`src/rtl/core/pipt_pkg.sv`:
```
// Shared constants and control types for the point-in-polygon test block.
// No dependencies; compiled first.
`default_nettype none

package pipt_pkg;

   localparam int MAX_VERTICES_DEF = 64;
   localparam int COORD_BITS_DEF   = 24;
   localparam int INDEX_BITS       = 6;
   localparam int COUNT_BITS       = 7;

   // command codes
   localparam logic CMD_LOAD  = 1'b0;
   localparam logic CMD_QUERY = 1'b1;

   // control for the vertex ring
   typedef struct packed {
      logic                  load;
      logic                  shift;
      logic [INDEX_BITS-1:0] index;
   } cell_ctl_type;

   // control for the edge unit
   typedef struct packed {
      logic clear;
      logic issue;
   } edge_ctl_type;

endpackage

`default_nettype wire

```
`src/rtl/core/pipt_edge.sv`:
```
// Edge crossing unit: straddle test, exact cross-multiplied side test,
// parity accumulate. Three register stages. Uses pipt_pkg.
`default_nettype none

module pipt_edge #(
   parameter int COORD_BITS = pipt_pkg::COORD_BITS_DEF
) (
   input  wire                         clock,
   input  wire                         reset,
   input  pipt_pkg::edge_ctl_type      ctl,
   input  wire signed [COORD_BITS-1:0] xi,
   input  wire signed [COORD_BITS-1:0] yi,
   input  wire signed [COORD_BITS-1:0] xj,
   input  wire signed [COORD_BITS-1:0] yj,
   input  wire signed [COORD_BITS-1:0] px,
   input  wire signed [COORD_BITS-1:0] py,
   output logic                        parity
);
   import pipt_pkg::*;

   localparam int DW = COORD_BITS + 1;
   localparam int PW = 2 * DW;

   logic signed [DW-1:0] a_in, dy_in, c_in, d_in;
   logic signed [DW-1:0] a_ff, dy_ff, c_ff, d_ff;
   logic                 va_in, va_ff;
   logic signed [PW-1:0] p1_ff, p2_ff;
   logic                 neg_ff, vb_ff;
   logic                 left;
   logic                 parity_ff;

   // stage A: differences and straddle
   assign va_in = ctl.issue && ((yi > py) != (yj > py));
   assign dy_in = {yj[COORD_BITS-1], yj} - {yi[COORD_BITS-1], yi};
   assign a_in  = {px[COORD_BITS-1], px} - {xi[COORD_BITS-1], xi};
   assign c_in  = {xj[COORD_BITS-1], xj} - {xi[COORD_BITS-1], xi};
   assign d_in  = {py[COORD_BITS-1], py} - {yi[COORD_BITS-1], yi};

   always_ff @(posedge clock) begin
      if (reset) begin
         va_ff <= 1'b0;
         vb_ff <= 1'b0;
      end else begin
         va_ff <= va_in;
         vb_ff <= va_ff;
      end
   end

   always_ff @(posedge clock) begin
      a_ff   <= a_in;
      dy_ff  <= dy_in;
      c_ff   <= c_in;
      d_ff   <= d_in;
      // stage B: the two cross products
      p1_ff  <= a_ff * dy_ff;
      p2_ff  <= c_ff * d_ff;
      neg_ff <= dy_ff[DW-1];
   end

   // stage C: point left of crossing, sign of the span flips the compare
   assign left = neg_ff ? (p1_ff > p2_ff) : (p1_ff < p2_ff);

   always_ff @(posedge clock) begin
      if (reset || ctl.clear) begin
         parity_ff <= 1'b0;
      end else if (vb_ff && left) begin
         parity_ff <= ~parity_ff;
      end
   end

   assign parity = parity_ff;

endmodule

`default_nettype wire

```
`config.mk`:
```
export PLATFORM = sky130hd
export DESIGN_NAME = pipt_edge
export DESIGN_NICKNAME = d
export VERILOG_FILES = /design/src/rtl/core/pipt_pkg.sv /design/src/rtl/core/pipt_edge.sv
export SDC_FILE = /design/constraint.sdc
export NUM_CORES = 2
export LEC_CHECK = 0
export BUFFER_PORTS_ARGS = -buffer_cell sky130_fd_sc_hd__buf_2
export CAP_MARGIN = 20
export CORE_ASPECT_RATIO = 0.5
export CORE_MARGIN = 10
export CORE_UTILIZATION = 70
export DETAILED_ROUTE_END_ITERATION = 8
export GPL_TIMING_DRIVEN = 0
export PLACE_DENSITY = 0.88
export SLEW_MARGIN = 20
export SYNTH_ARGS = -nofsm -noshare
export SYNTH_HDL_FRONTEND = slang
export SYNTH_SLANG_ARGS = --single-unit
```
`constraint.sdc`:
```
create_clock -name clock -period 10.35 [get_ports clock]
set_clock_uncertainty 0.1 [all_clocks]
set_input_delay 2.07 -clock clock [delete_from_list [all_inputs] [get_ports clock]]
set_output_delay 2.07 -clock clock [all_outputs]
set_load 0.01 [all_outputs]
```
---- After elaboration in Yosys (flattened, before gate mapping) ----
Cells that the tools add are included.
operators by class
  add/sub/neg operators ................... 4
  bitwise logic cells ..................... 1
  eq/ne operators ......................... 1
  mux-type cells .......................... 1
  multipliers ............................. 2
  reductions and logical operators ........ 3
  $lt $le $gt $ge ......................... 4
operators with widths
  operator                                        number
  25-bit by 25-bit multiplier with 50-bit output  2
  24-bit by 24-bit subtractor with 25-bit output  4
  50-bit > comparator                             1
  50-bit less-than comparator                     1
  24-bit > comparator                             2
  1-bit logical AND                               2
  1-bit logical OR                                1
  1-bit two-way mux                               1
  1-bit != test                                   1
  1-bit NOT                                       1
word-level totals
  logic and storage cells ................. 26
  bits in registers ....................... 204
  bits of input ports ..................... 148
  output and inout bits ................... 1

---- Longest topological paths before layout ----
  depth after elaboration ................. 3
  depth in mapped cells ................... 28
  depth with buffers taken out ............ 26

---- Worst setup path after synthesis ----
Ideal clock, no wire load.
  path kind ............................... register to register
  from .................................... register a_ff[24]
  to ...................................... register p1_ff[49]
  data required time ...................... 10.129 ns
  buffers on the path ..................... 1
  library setup time ...................... 0.121 ns
  arrival time ............................ 6.799 ns
  stages on the path, launching flop included .. 23
  setup slack ............................. 3.330 ns
  clock period less this slack ............ 7.020 ns
  cells stage by stage .................... dfxtp_1 -> clkbuf_1 -> nand2_1 -> inv_1 -> fa_1 -> fa_1 -> inv_1 -> fa_1 -> inv_1 -> fa_1 -> fa_1 -> fa_1 -> fa_1 -> ha_1 -> a21o_1 -> a21o_1 -> a21o_1 -> a21oi_1 -> a41oi_2 -> a221oi_2 -> o311ai_1 -> a21o_1 -> xnor2_1
between the ends
  cells in the longest elaborated chain, start to end .. 1
ends and longest elaborated chain
  item                                            RTL line         RTL
  start, declared                                 pipt_edge.sv:25  logic signed [DW-1:0] a_ff, dy_ff, c_ff, d_ff;
  start signal, assigned                          pipt_edge.sv:50  a_ff <= a_in;
  25-bit by 25-bit multiplier with 50-bit output  pipt_edge.sv:55  p1_ff <= a_ff * dy_ff;
  end signal, assigned                            pipt_edge.sv:55
  end, declared                                   pipt_edge.sv:27  logic signed [PW-1:0] p1_ff, p2_ff;
No other way between the ends.
A chain may end at the register's enable or synchronous reset.

---- Worst setup path after layout ----
  from .................................... register dy_ff[10]
  to ...................................... register p1_ff[47]
between the ends
  cells in the longest elaborated chain, start to end .. 1
ends and longest elaborated chain
  item                                            RTL line         RTL
  start, declared                                 pipt_edge.sv:25
  start signal, assigned                          pipt_edge.sv:51  dy_ff <= dy_in;
  25-bit by 25-bit multiplier with 50-bit output  pipt_edge.sv:55
No other way between the ends.

==> results_dict.tcl <==
set metrics [dict create \
    status "finished clean" \
    synth_cell_type_count 75 \
    critical_path_class "reg2reg" \
    cpPeakStageDelay_ns 1.09 \
    start_util_pct 70.5 \
    wirelength_um 187000 \
    relSlewSlack_pct 7.24 \
    drv_cap 0 \
    timing.final.ws_setup_ns 1.08 \
    hold_viol 0 \
    worstSetupStartpointType "register" \
    synth_seq_cells 204 \
    dieArea_mm2 0.0921 \
    syn_area_mm2 0.0558 \
    rrSetupSlack_ns 1.08 \
    worst-path-stages 25 \
    wire_per_inst_um 25.7 \
    fill_cells 5610 \
    yosysSeqAreaShare_pct 7.32 \
    async_reset_ff_share_pct 0 \
    drive_gt1_share_pct 3.43 \
    routed-via-count 43900 \
    dp_hpwl_um 157000 \
    die_h_um 220 \
    synth_common_cells "inv_1 (1,453), fa_1 (1,320), nand2_1 (694)" \
    path_max_fanout 10 \
    rsz0062_at_grt "no" \
    cts_resized 0 \
    cts.clk_slew.worst_paths_ns 0.06 \
    crit_family "adder cells" \
    post-place-ws_ns 1.59 \
    cts_setup_buffers 0 \
    clock_latency_ns 0.52 \
    synth_warnings 0 \
    ant_nets 0 \
    grt_pass1_wl_um 283000 \
    grt_start_max_net_pins 17 \
    worst_pin_slew_ns 1.39 \
    fin_crit_ns 9.27 \
    worst_hold_path_type "reg2reg" \
    synth_edf_count 0 \
    cp_common_cell "fa_1" \
    grt_pass1_vias 47700 \
    syn_nets 7948 \
    netlist_instances 6027 \
    end_kind "register" \
    drtIter0Drc 4613 \
    finalSetupViolCount 0 \
    numCtsBuffers 21 \
    max_freq_mhz 108 \
    ys_top_cells_by_area "fa_1 (47%), ha_1 (10%), inv_1 (9.8%)" \
    fin_hold_ws_ns 0.347 \
    regArea_mm2 0.00408 \
    cts_tree "yes" \
    core-area_mm2 0.0792 \
    syn_avg_cell_area_um2 9.26 \
    fin_nets 8119 \
    cts.path.max_buffers 3 \
    rows 73 \
    ios 149 \
    place_congestion 1.08 \
    hold_path_depth 1 \
    worst_ep_required_time_ns 10.64 \
    drv_slew 0 \
    fin_crit_sh_pct 89.6 \
    h-tree-depth 1 \
    synth.most_common_cell "inv_1" \
    areaGrowthSynthToFinish_pct 5.03 \
    synth_top_area_cell "fa_1" \
    grt_overflow_total 0 \
    port_buffers 148 \
    crit_arrival_ns 9.56 \
    crit_path_top_delay_cell "clkbuf_1" \
    first_pass_iters 9 \
    synthFlopType "dfxtp_1" \
    root_buffer "clkbuf_16" \
    cts.sinks 204 \
    reg2reg_depth 25 \
    post_drt_via_cell_ratio 6.04 \
    antenna_found_initial 14 \
    track_usage_pct 41.2 \
    post-route-drc-count 0 \
    fin_setup_tns_ns 0 \
    cp_num_buf_inv 6 \
    die_x_um 419 \
    hold_buffers 0 \
    multiInputGateArea_mm2 0.0455 \
    yosys.area.top_type_share_pct 47.4 \
]
[flip-flops by register name (all words and copies together), names as in the netlist, 25 cells and up]
name / cells
p2_ff: 50
a_ff: 25
d_ff: 25
dy_ff: 25
c_ff: 25
p1_ff: 50
[per-layer routing]
metal	vias to the layer above	wire, µm	track usage [%]
met1	21800	64300	49.3
met3	935	24600	14.0
met2	2990	81600	63.8
met5	-	45	0
li1	18200	-	-
met4	8	16300	27.3
[final cells by class]
| cell class | instances | share of cell area, % |
|---|---|---|
| Multi-Input combinational cell | 4154 | 77.6 |
| Inverter | 1454 | 9.31 |
| Sequential cell | 204 | 6.97 |
| Tap cell | 1050 | 2.24 |
| Buffer | 215 | 1.38 |
| Timing Repair Buffer | 148 | 1.26 |
| Clock buffer | 23 | 0.944 |
| Clock inverter | 13 | 0.286 |
| Antenna cell | 11 | 0.0470 |
[worst paths after layout]
path | end | startpoint
setup / recovery | p1_ff[47] | dy_ff[10]
hold / removal | vb_ff | va_ff
setup reg to reg | p1_ff[47] | dy_ff[10]
hold reg to reg | vb_ff | va_ff
[cell families after synthesis]
group,share of synthesized area [%]
fa+ha+maj,57.5
buf+inv,11.2
simple gates,14.8
compound gates,6.24
flops,7.32
xor+xnor,2.90
mux,0.0179
[per-stage QoR]
step,util (%),cell area [µm²],instances
after floorplan,-,55800,6027
after global placement,73.1,57900,7225
after detailed placement,73.1,57900,7225
after CTS,74.0,58600,7261
after global routing,74.0,58600,7263
final,74.0,58600,7272
[cell usage in the layout (no fill, tap or decap), types with 30 or more instances in the layout]
cell,instances
inv_1,1453
fa_1,1319
nand2_1,694
and2_1,599
ha_1,453
clkbuf_1,211
dfxtp_1,204
a21oi_1,158
nor2_1,153
buf_2,149
xnor2_1,140
o21ai_0,100
a21o_1,75
xor2_1,45
nand2b_1,42
nand3_1,35
o21a_1,35
nor3_1,31
nor2b_1,30
Power is not shown: default switching activity piles up to over one toggle a cycle in this logic, so the estimate is an artifact.
