===== src/rtl/core/pipt_pkg.sv =====
// Shared constants and control types for the point-in-polygon test block.
// No dependencies; compiled first.
`default_nettype none

package pipt_pkg;

   localparam int MAX_VERTICES_DEF = 64;
   localparam int COORD_BITS_DEF   = 24;
   localparam int INDEX_BITS       = 6;
   localparam int COUNT_BITS       = 7;

   // command codes
   localparam logic CMD_LOAD  = 1'b0;
   localparam logic CMD_QUERY = 1'b1;

   // control for the vertex ring
   typedef struct packed {
      logic                  load;
      logic                  shift;
      logic [INDEX_BITS-1:0] index;
   } cell_ctl_type;

   // control for the edge unit
   typedef struct packed {
      logic clear;
      logic issue;
   } edge_ctl_type;

endpackage

`default_nettype wire


===== src/rtl/core/pipt_cell.sv =====
// One vertex cell of the ring: written by a load at its own slot,
// hands its vertex to the previous cell while a query rotates the ring. Uses pipt_pkg.
`default_nettype none

module pipt_cell #(
   parameter int SLOT       = 0,
   parameter int COORD_BITS = pipt_pkg::COORD_BITS_DEF
) (
   input  wire                          clock,
   input  pipt_pkg::cell_ctl_type       ctl,
   input  wire signed [COORD_BITS-1:0]  load_x,
   input  wire signed [COORD_BITS-1:0]  load_y,
   input  wire signed [COORD_BITS-1:0]  next_x,
   input  wire signed [COORD_BITS-1:0]  next_y,
   output logic signed [COORD_BITS-1:0] vx,
   output logic signed [COORD_BITS-1:0] vy
);
   import pipt_pkg::*;

   logic signed [COORD_BITS-1:0] x_ff, y_ff;
   logic                         hit;

   assign hit = ctl.load && (32'(ctl.index) == 32'(SLOT));

   always_ff @(posedge clock) begin
      if (hit) begin
         x_ff <= load_x;
         y_ff <= load_y;
      end else if (ctl.shift) begin
         x_ff <= next_x;
         y_ff <= next_y;
      end
   end

   assign vx = x_ff;
   assign vy = y_ff;

endmodule

`default_nettype wire


===== config.mk =====
export PLATFORM = sky130hd
export DESIGN_NAME = pipt_cell
export DESIGN_NICKNAME = d
export VERILOG_FILES = /design/src/rtl/core/pipt_pkg.sv /design/src/rtl/core/pipt_cell.sv
export SDC_FILE = /design/constraint.sdc
export NUM_CORES = 1
export LEC_CHECK = 0
export BUFFER_PORTS_ARGS = -buffer_cell sky130_fd_sc_hd__buf_2
export CAP_MARGIN = 20
export CELL_PAD_IN_SITES_DETAIL_PLACEMENT = 1
export CELL_PAD_IN_SITES_GLOBAL_PLACEMENT = 2
export CORE_MARGIN = 8
export CORE_UTILIZATION = 26
export CTS_CLUSTER_SIZE = 14
export DETAILED_ROUTE_END_ITERATION = 8
export PLACE_DENSITY = 0.88
export SYNTH_ARGS = -nofsm -noshare
export SYNTH_HDL_FRONTEND = slang
export SYNTH_SLANG_ARGS = --single-unit

===== constraint.sdc =====
create_clock -name clock -period 6.9 [get_ports clock]
set_input_delay 0.345 -clock clock [delete_from_list [all_inputs] [get_ports clock]]
set_output_delay 0.345 -clock clock [all_outputs]
set_load 0.02 [all_outputs]

# Word level (Yosys, flattened, before mapping)
# Cells that the tools add are included.
# totals
elab_cells	9
input_bits	105
ff_bits	48
output_inout_bits	48
# classes
muxes	4
n_reduce_logical	3
# ops
cell	count
two-way mux 24 bit	4
logical NOT 6 bit	1
nonzero test 2 bit	1
logical AND 1 bit	1

# Longest topological paths before layout
# Gate-level depths: netlist of the first run.
# logic_depth
depth_word	3
ltp_mapped	5
depth_no_buf	3

# Worst setup path after synthesis of the first run
# OpenSTA, ideal clock, no wires.
# synth_timing
path_kind	input to register
start	input port ctl[1] in the netlist's numbering
end	register x_ff[0] (netlist: vx[0]), enable pin
n_path_buf	2
t_arrival_ps	2191
required_time_ps	6487
setup_slack_ps	4296
setup_time_ps	413
path_stages	5
cell_sequence	nor4_1 -> nand3_1 -> buf_6 -> buf_6 -> nand2b_1
# synth_between
elab_chain_len	3
# synth_rtl
element	line	text
start, declared	pipt_cell.sv:10	input pipt_pkg::cell_ctl_type ctl,
logical NOT 6 bit	pipt_cell.sv:23	assign hit = ctl.load && (32'(ctl.index) == 32'(SLOT));
logical AND 1 bit	pipt_cell.sv:23	
nonzero test 2 bit (no source line)	-	
end signal, assigned	pipt_cell.sv:27	x_ff <= load_x;
end signal, assigned	pipt_cell.sv:30	x_ff <= next_x;
end, declared	pipt_cell.sv:20	logic signed [COORD_BITS-1:0] x_ff, y_ff;
# No other way between the ends.
# A chain may end at the register's enable or synchronous reset.

# Worst setup path after layout of the first run
# Same ends and word-level chain as after synthesis.

==> results.ini, run 1 <==
[run_status]
outcome=completed

[yosys]
netlist_instances=105
synth_area_sq_mm=0.00207
avgSynthCellArea_sq_um=19.8
yosysWarnings=0
synth-seq-area-share_pct=69.5
ys_ff_latch=48
synthesis.nets=210
yosysUniqueCellTypes=9

[global_route]
grt_max_degree=50
track_usage_pct=10.2
grt_pass1_wl_um=9110
antenna_found_initial=0
grt_remaining_overflow=0
grt_pass1_vias=1696

[timing]
max_freq_ghz=0.523
setup_viol=0
hold-worst-slack_ns=0.348
period_minus_slack_ns=1.91
rsz0062_at_grt=no
drv_slew=0
slew-limit-headroom_pct=56.9
hold_viol=0
finalCritPeriodShare_pct=27.7
tightest_slew_ns=0.647
tns_ns=0

[critical_path]
setup.worst_path.end_class=flip-flop
cp.required_ns=6.89
crit_path_max_fanout=49
cp.buffers_inverters=3
critPathMaxStageDelay_ns=0.39
startpoint_type=primary input
path_delay_family=simple AND/OR/NAND/NOR gates
crit_start=ctl[1]
critical_path_class=in -> reg
worst_path_max_delay_cell=nand2b_2
crit_chain=buf_2 > nor4_1 > nand3_2 > buf_4 > nand2b_2 > buf_12
crit_arrival_ns=1.90

[power_and_ir_drop]
p_sw_mw=0.153
p_per_area_mw_per_mm2=204
clkPwrFrac_pct=25.5
internal_power_mw=0.466
p_sw_share_pct=24.8
seq_power_share_pct=56.9
p_leak_nw=1.39
combinationalPowerShare_pct=17.6
ir_drop_uv=60.9

[placed_design]
dp.cells=355
place_area_sq_mm=0.00294
port_buffers=152
place_congestion=0.727

[routing]
ant_nets=0
wirelength_um=5860
vias=1522
drt_iter0_drc=40
dr.pass1.iters=3
wire_per_inst_um=16.1
avgViaCountPerCell=4.18
drc=0

[clock_network]
cts_resized=0
ctsLongestPathBuffers=2
cts.sink_count=48
cts-root-buf=clkbuf_8
clkTransAtPathRegs_ns=0.09
cts_buffers=5
htree_levels=2
cts_tree=yes
ctsHoldBuffers=0
post_cts_buffers=0

[final_layout]
design_area_sq_mm=0.00304
mostFrequentLayoutCells=152 x buf_2, 48 x edfxtp_1, 39 x mux2_2
diodes=0
fin_nets=366
post_layout_nonfiller_instances=364
n_fill_cell=850
syn_to_final_growth_pct=46.7
final_common_cell=buf_2
drive_gt1_share_pct=80.5

[job]
cap_violations=0

[min_path]
holdCritStartpoint=next_y[0]
hp-class=in -> reg

[die]
rows=32
die_area_sq_mm=0.0111
initial_core_util_pct=26.8
die-height_um=105
io_pins=153
fp.dieW_um=105
coreArea_sq_mm=0.00773

path summary, 6_finish.rpt:
kind / to / slack, ns / depth (start not counted)
worst max-delay path: vx[0] / 4.99 / 6
worst min-delay path: vy[0] / 0.35 / 2
flip-flops by register name, summed over array words and instances (netlist names):
name  cells
vy       24
vx       24
metal layers:
metal	GRT usage, %	routed length (um)
met2	17.1	2880
met4	2.45	38
met1	10.6	2080
met3	6.39	858
met5	0	0
Yosys cell counts:
cell | n | area share (%)
buf_2 | 3 | 0.72
buf_6 | 2 | 1.1
nand2b_1 | 1 | 0.30
nand3_1 | 1 | 0.24
edfxtp_1 | 48 | 69
mux2_4 | 9 | 6.5
nor4_1 | 1 | 0.30
nor2_1 | 1 | 0.18
mux2_2 | 39 | 21
power by group through the flow:
stage	clock [mW]	combinational (mW)	sequential, mW
floorplan	0	0.0203	0.393
global placement	0	0.108	0.359
detailed placement	0	0.110	0.361
CTS	0.169	0.110	0.354
global route	0.176	0.118	0.355
finish	0.158	0.109	0.353
cells by family (layout without fill, tap and decap cells):
logic type	count (synthesis)	in the layout	share of synthesized area [%]
flops	48	48	69.5
simple gates	4	4	1.03
buf+inv	5	162	1.81
mux	48	48	27.7
area by class of cell:
| type | instances | area, sq um | area share, % |
|---|---|---|---|
| repair buffers | 154 | 788 | 25.9 |
| clock buffers | 5 | 68.8 | 2.26 |
| clock inverters | 3 | 13.8 | 0.452 |
| well taps | 102 | 128 | 4.19 |
| flip-flops and latches | 48 | 1440 | 47.4 |
| multi-input cells | 52 | 603 | 19.8 |
per-stage QoR:
stage | power, mW | setup WS [ns] | util [%]
floorplan | 0.413 | 4.30 | -
global placement | 0.467 | 4.36 | 38.1
detailed placement | 0.471 | 4.27 | 38.1
CTS | 0.633 | 4.60 | 39.1
global route | 0.649 | 4.85 | 39.4
finish | 0.620 | 4.99 | 39.4
No activity file was read; power rests on OpenSTA's default activity.
==> run 2, diff against run 1 <==
CORE_UTILIZATION = 22   (was 26)
PLACE_DENSITY = 0.8   (was 0.88)
clock period = 1.6 ns   (was 6.9 ns; I/O delays follow)
==> results.ini, run 2 (synthesis gave the netlist of run 1 again) <==
[global_route]
track_usage_pct=9.47  ; -0.75 points
grt_pass1_vias=1880  ; +11%
antenna_found_initial=0  ; unchanged
grt_remaining_overflow=0  ; unchanged
grt_max_degree=27  ; -46%
grt_pass1_wl_um=9560  ; +5.0%

[run_status]
outcome=completed

[routing]
ant_nets=0  ; unchanged
avgViaCountPerCell=4.19  ; +0.23%
dr.pass1.iters=3  ; unchanged
wire_per_inst_um=16.6  ; +3.3%
drt_iter0_drc=53  ; +33%
vias=1559  ; +2.4%
wirelength_um=6190  ; +5.6%
drc=0  ; unchanged

[critical_path]
cp.required_ns=1.64  ; -5.25 ns
critical_path_class=in -> reg
startpoint_type=primary input
setup.worst_path.end_class=flip-flop
crit_arrival_ns=1.25  ; -0.65 ns
crit_path_max_fanout=26  ; -47%

[job]
cap_violations=0  ; unchanged

[final_layout]
n_fill_cell=1043  ; +23%
drive_gt1_share_pct=80.8  ; +0.31 points
final_common_cell=buf_2
post_layout_nonfiller_instances=372  ; +2.2%
diodes=0  ; unchanged
mostFrequentLayoutCells=152 x buf_2, 48 x edfxtp_1, 39 x mux2_2
fin_nets=368  ; +0.55%
design_area_sq_mm=0.00309  ; +1.4%
syn_to_final_growth_pct=48.7

[clock_network]
cts_resized=0  ; unchanged
ctsLongestPathBuffers=2  ; unchanged
ctsHoldBuffers=0  ; unchanged
cts_buffers=5  ; unchanged
cts_tree=yes
cts.sink_count=48  ; unchanged
htree_levels=2  ; unchanged
post_cts_buffers=0  ; unchanged
clkTransAtPathRegs_ns=0.08  ; about the same
cts-root-buf=clkbuf_8

[timing]
drv_slew=0  ; unchanged
period_minus_slack_ns=1.20
rsz0062_at_grt=no
hold_viol=0  ; unchanged
tns_ns=0  ; unchanged
slew-limit-headroom_pct=77.7  ; +21 points
tightest_slew_ns=0.334  ; -0.313 ns
finalCritPeriodShare_pct=75.3
setup_viol=0  ; unchanged
max_freq_ghz=0.830

[placed_design]
port_buffers=152  ; unchanged
dp.cells=367  ; +3.4%
hpwl_um=5110
place_congestion=0.683  ; -6.0%
place_area_sq_mm=0.00302  ; +2.6%

[die]
die_area_sq_mm=0.0128  ; +15%
initial_core_util_pct=22.6  ; -4.3 points
fp.dieW_um=113  ; +7.4%
io_pins=153  ; unchanged
die-height_um=113  ; +7.4%
rows=35  ; +9.4%
coreArea_sq_mm=0.00920  ; +19%

[power_and_ir_drop]
p_leak_nw=1.40  ; +1.2%
ir_drop_uv=263  ; +330%
p_per_area_mw_per_mm2=864  ; +320%

[min_path]
hold_depth=2  ; unchanged
holdCritStartpoint=next_x[9]
holdPathEnd=vx[9]
hp-class=in -> reg

## run 2: worst max-delay path, cell delays in order
cell,delay [ns]
buf_2,0.10
nor4_1,0.32
nand3_2,0.17
buf_4,0.27
mux2_2,0.31
## run 2: stage by stage
step                total power [mW]  util [%]  hold slack, ns  setup WS (ns)
global placement                2.03      32.8           0.381         0.0981
CTS                             2.73      33.6          0.0676          0.386
detailed placement              2.04      32.8           0.384         0.0633
finish                          2.67      33.6          0.0831          0.395
floorplan                       1.78         -           0.297         0.0523
global route                    2.81      33.6          0.0553          0.319
## run 2: area by class of cell
cell class	instances	area (sq um)	share of cell area, %
multi-input combinational	52	608	19.7
tap	111	139	4.50
clock buffer	5	68.8	2.23
timing repair buffer	156	828	26.8
sequential	48	1440	46.7
## run 2: layer usage
layer	part of all wire [%]	routed length [um]	GRT usage (%)	up-vias
li1	-	-	-	723
met1	37	2260	8.99	733
met2	47	2940	16.1	101
met3	15	955	6.66	2
met4	0.50	31	2.66	0
met5	0	0	0	-
## run 2: how the worst max path moves through the flow
stage               startpoint     end  slack (ns)  cells past startpoint
detailed placement      ctl[1]  vx[11]        0.06                      5
finish                  ctl[1]  vy[14]        0.40                      5
global route            ctl[1]  vy[14]        0.32                      5
global placement        ctl[1]  vx[11]         0.1                      5
floorplan               ctl[1]   vx[0]        0.05                      5
CTS                     ctl[1]  vx[11]        0.39                      5
## run 2: power breakdown
| part | internal, mW | switching, mW | leakage, nW |
|---|---|---|---|
| combinational | 0.223 | 0.258 | 0.899 |
| sequential | 1.50 | 0.0234 | 0.470 |
| clock | 0.283 | 0.382 | 0.0359 |
| total | 2.00 | 0.663 | 1.40 |
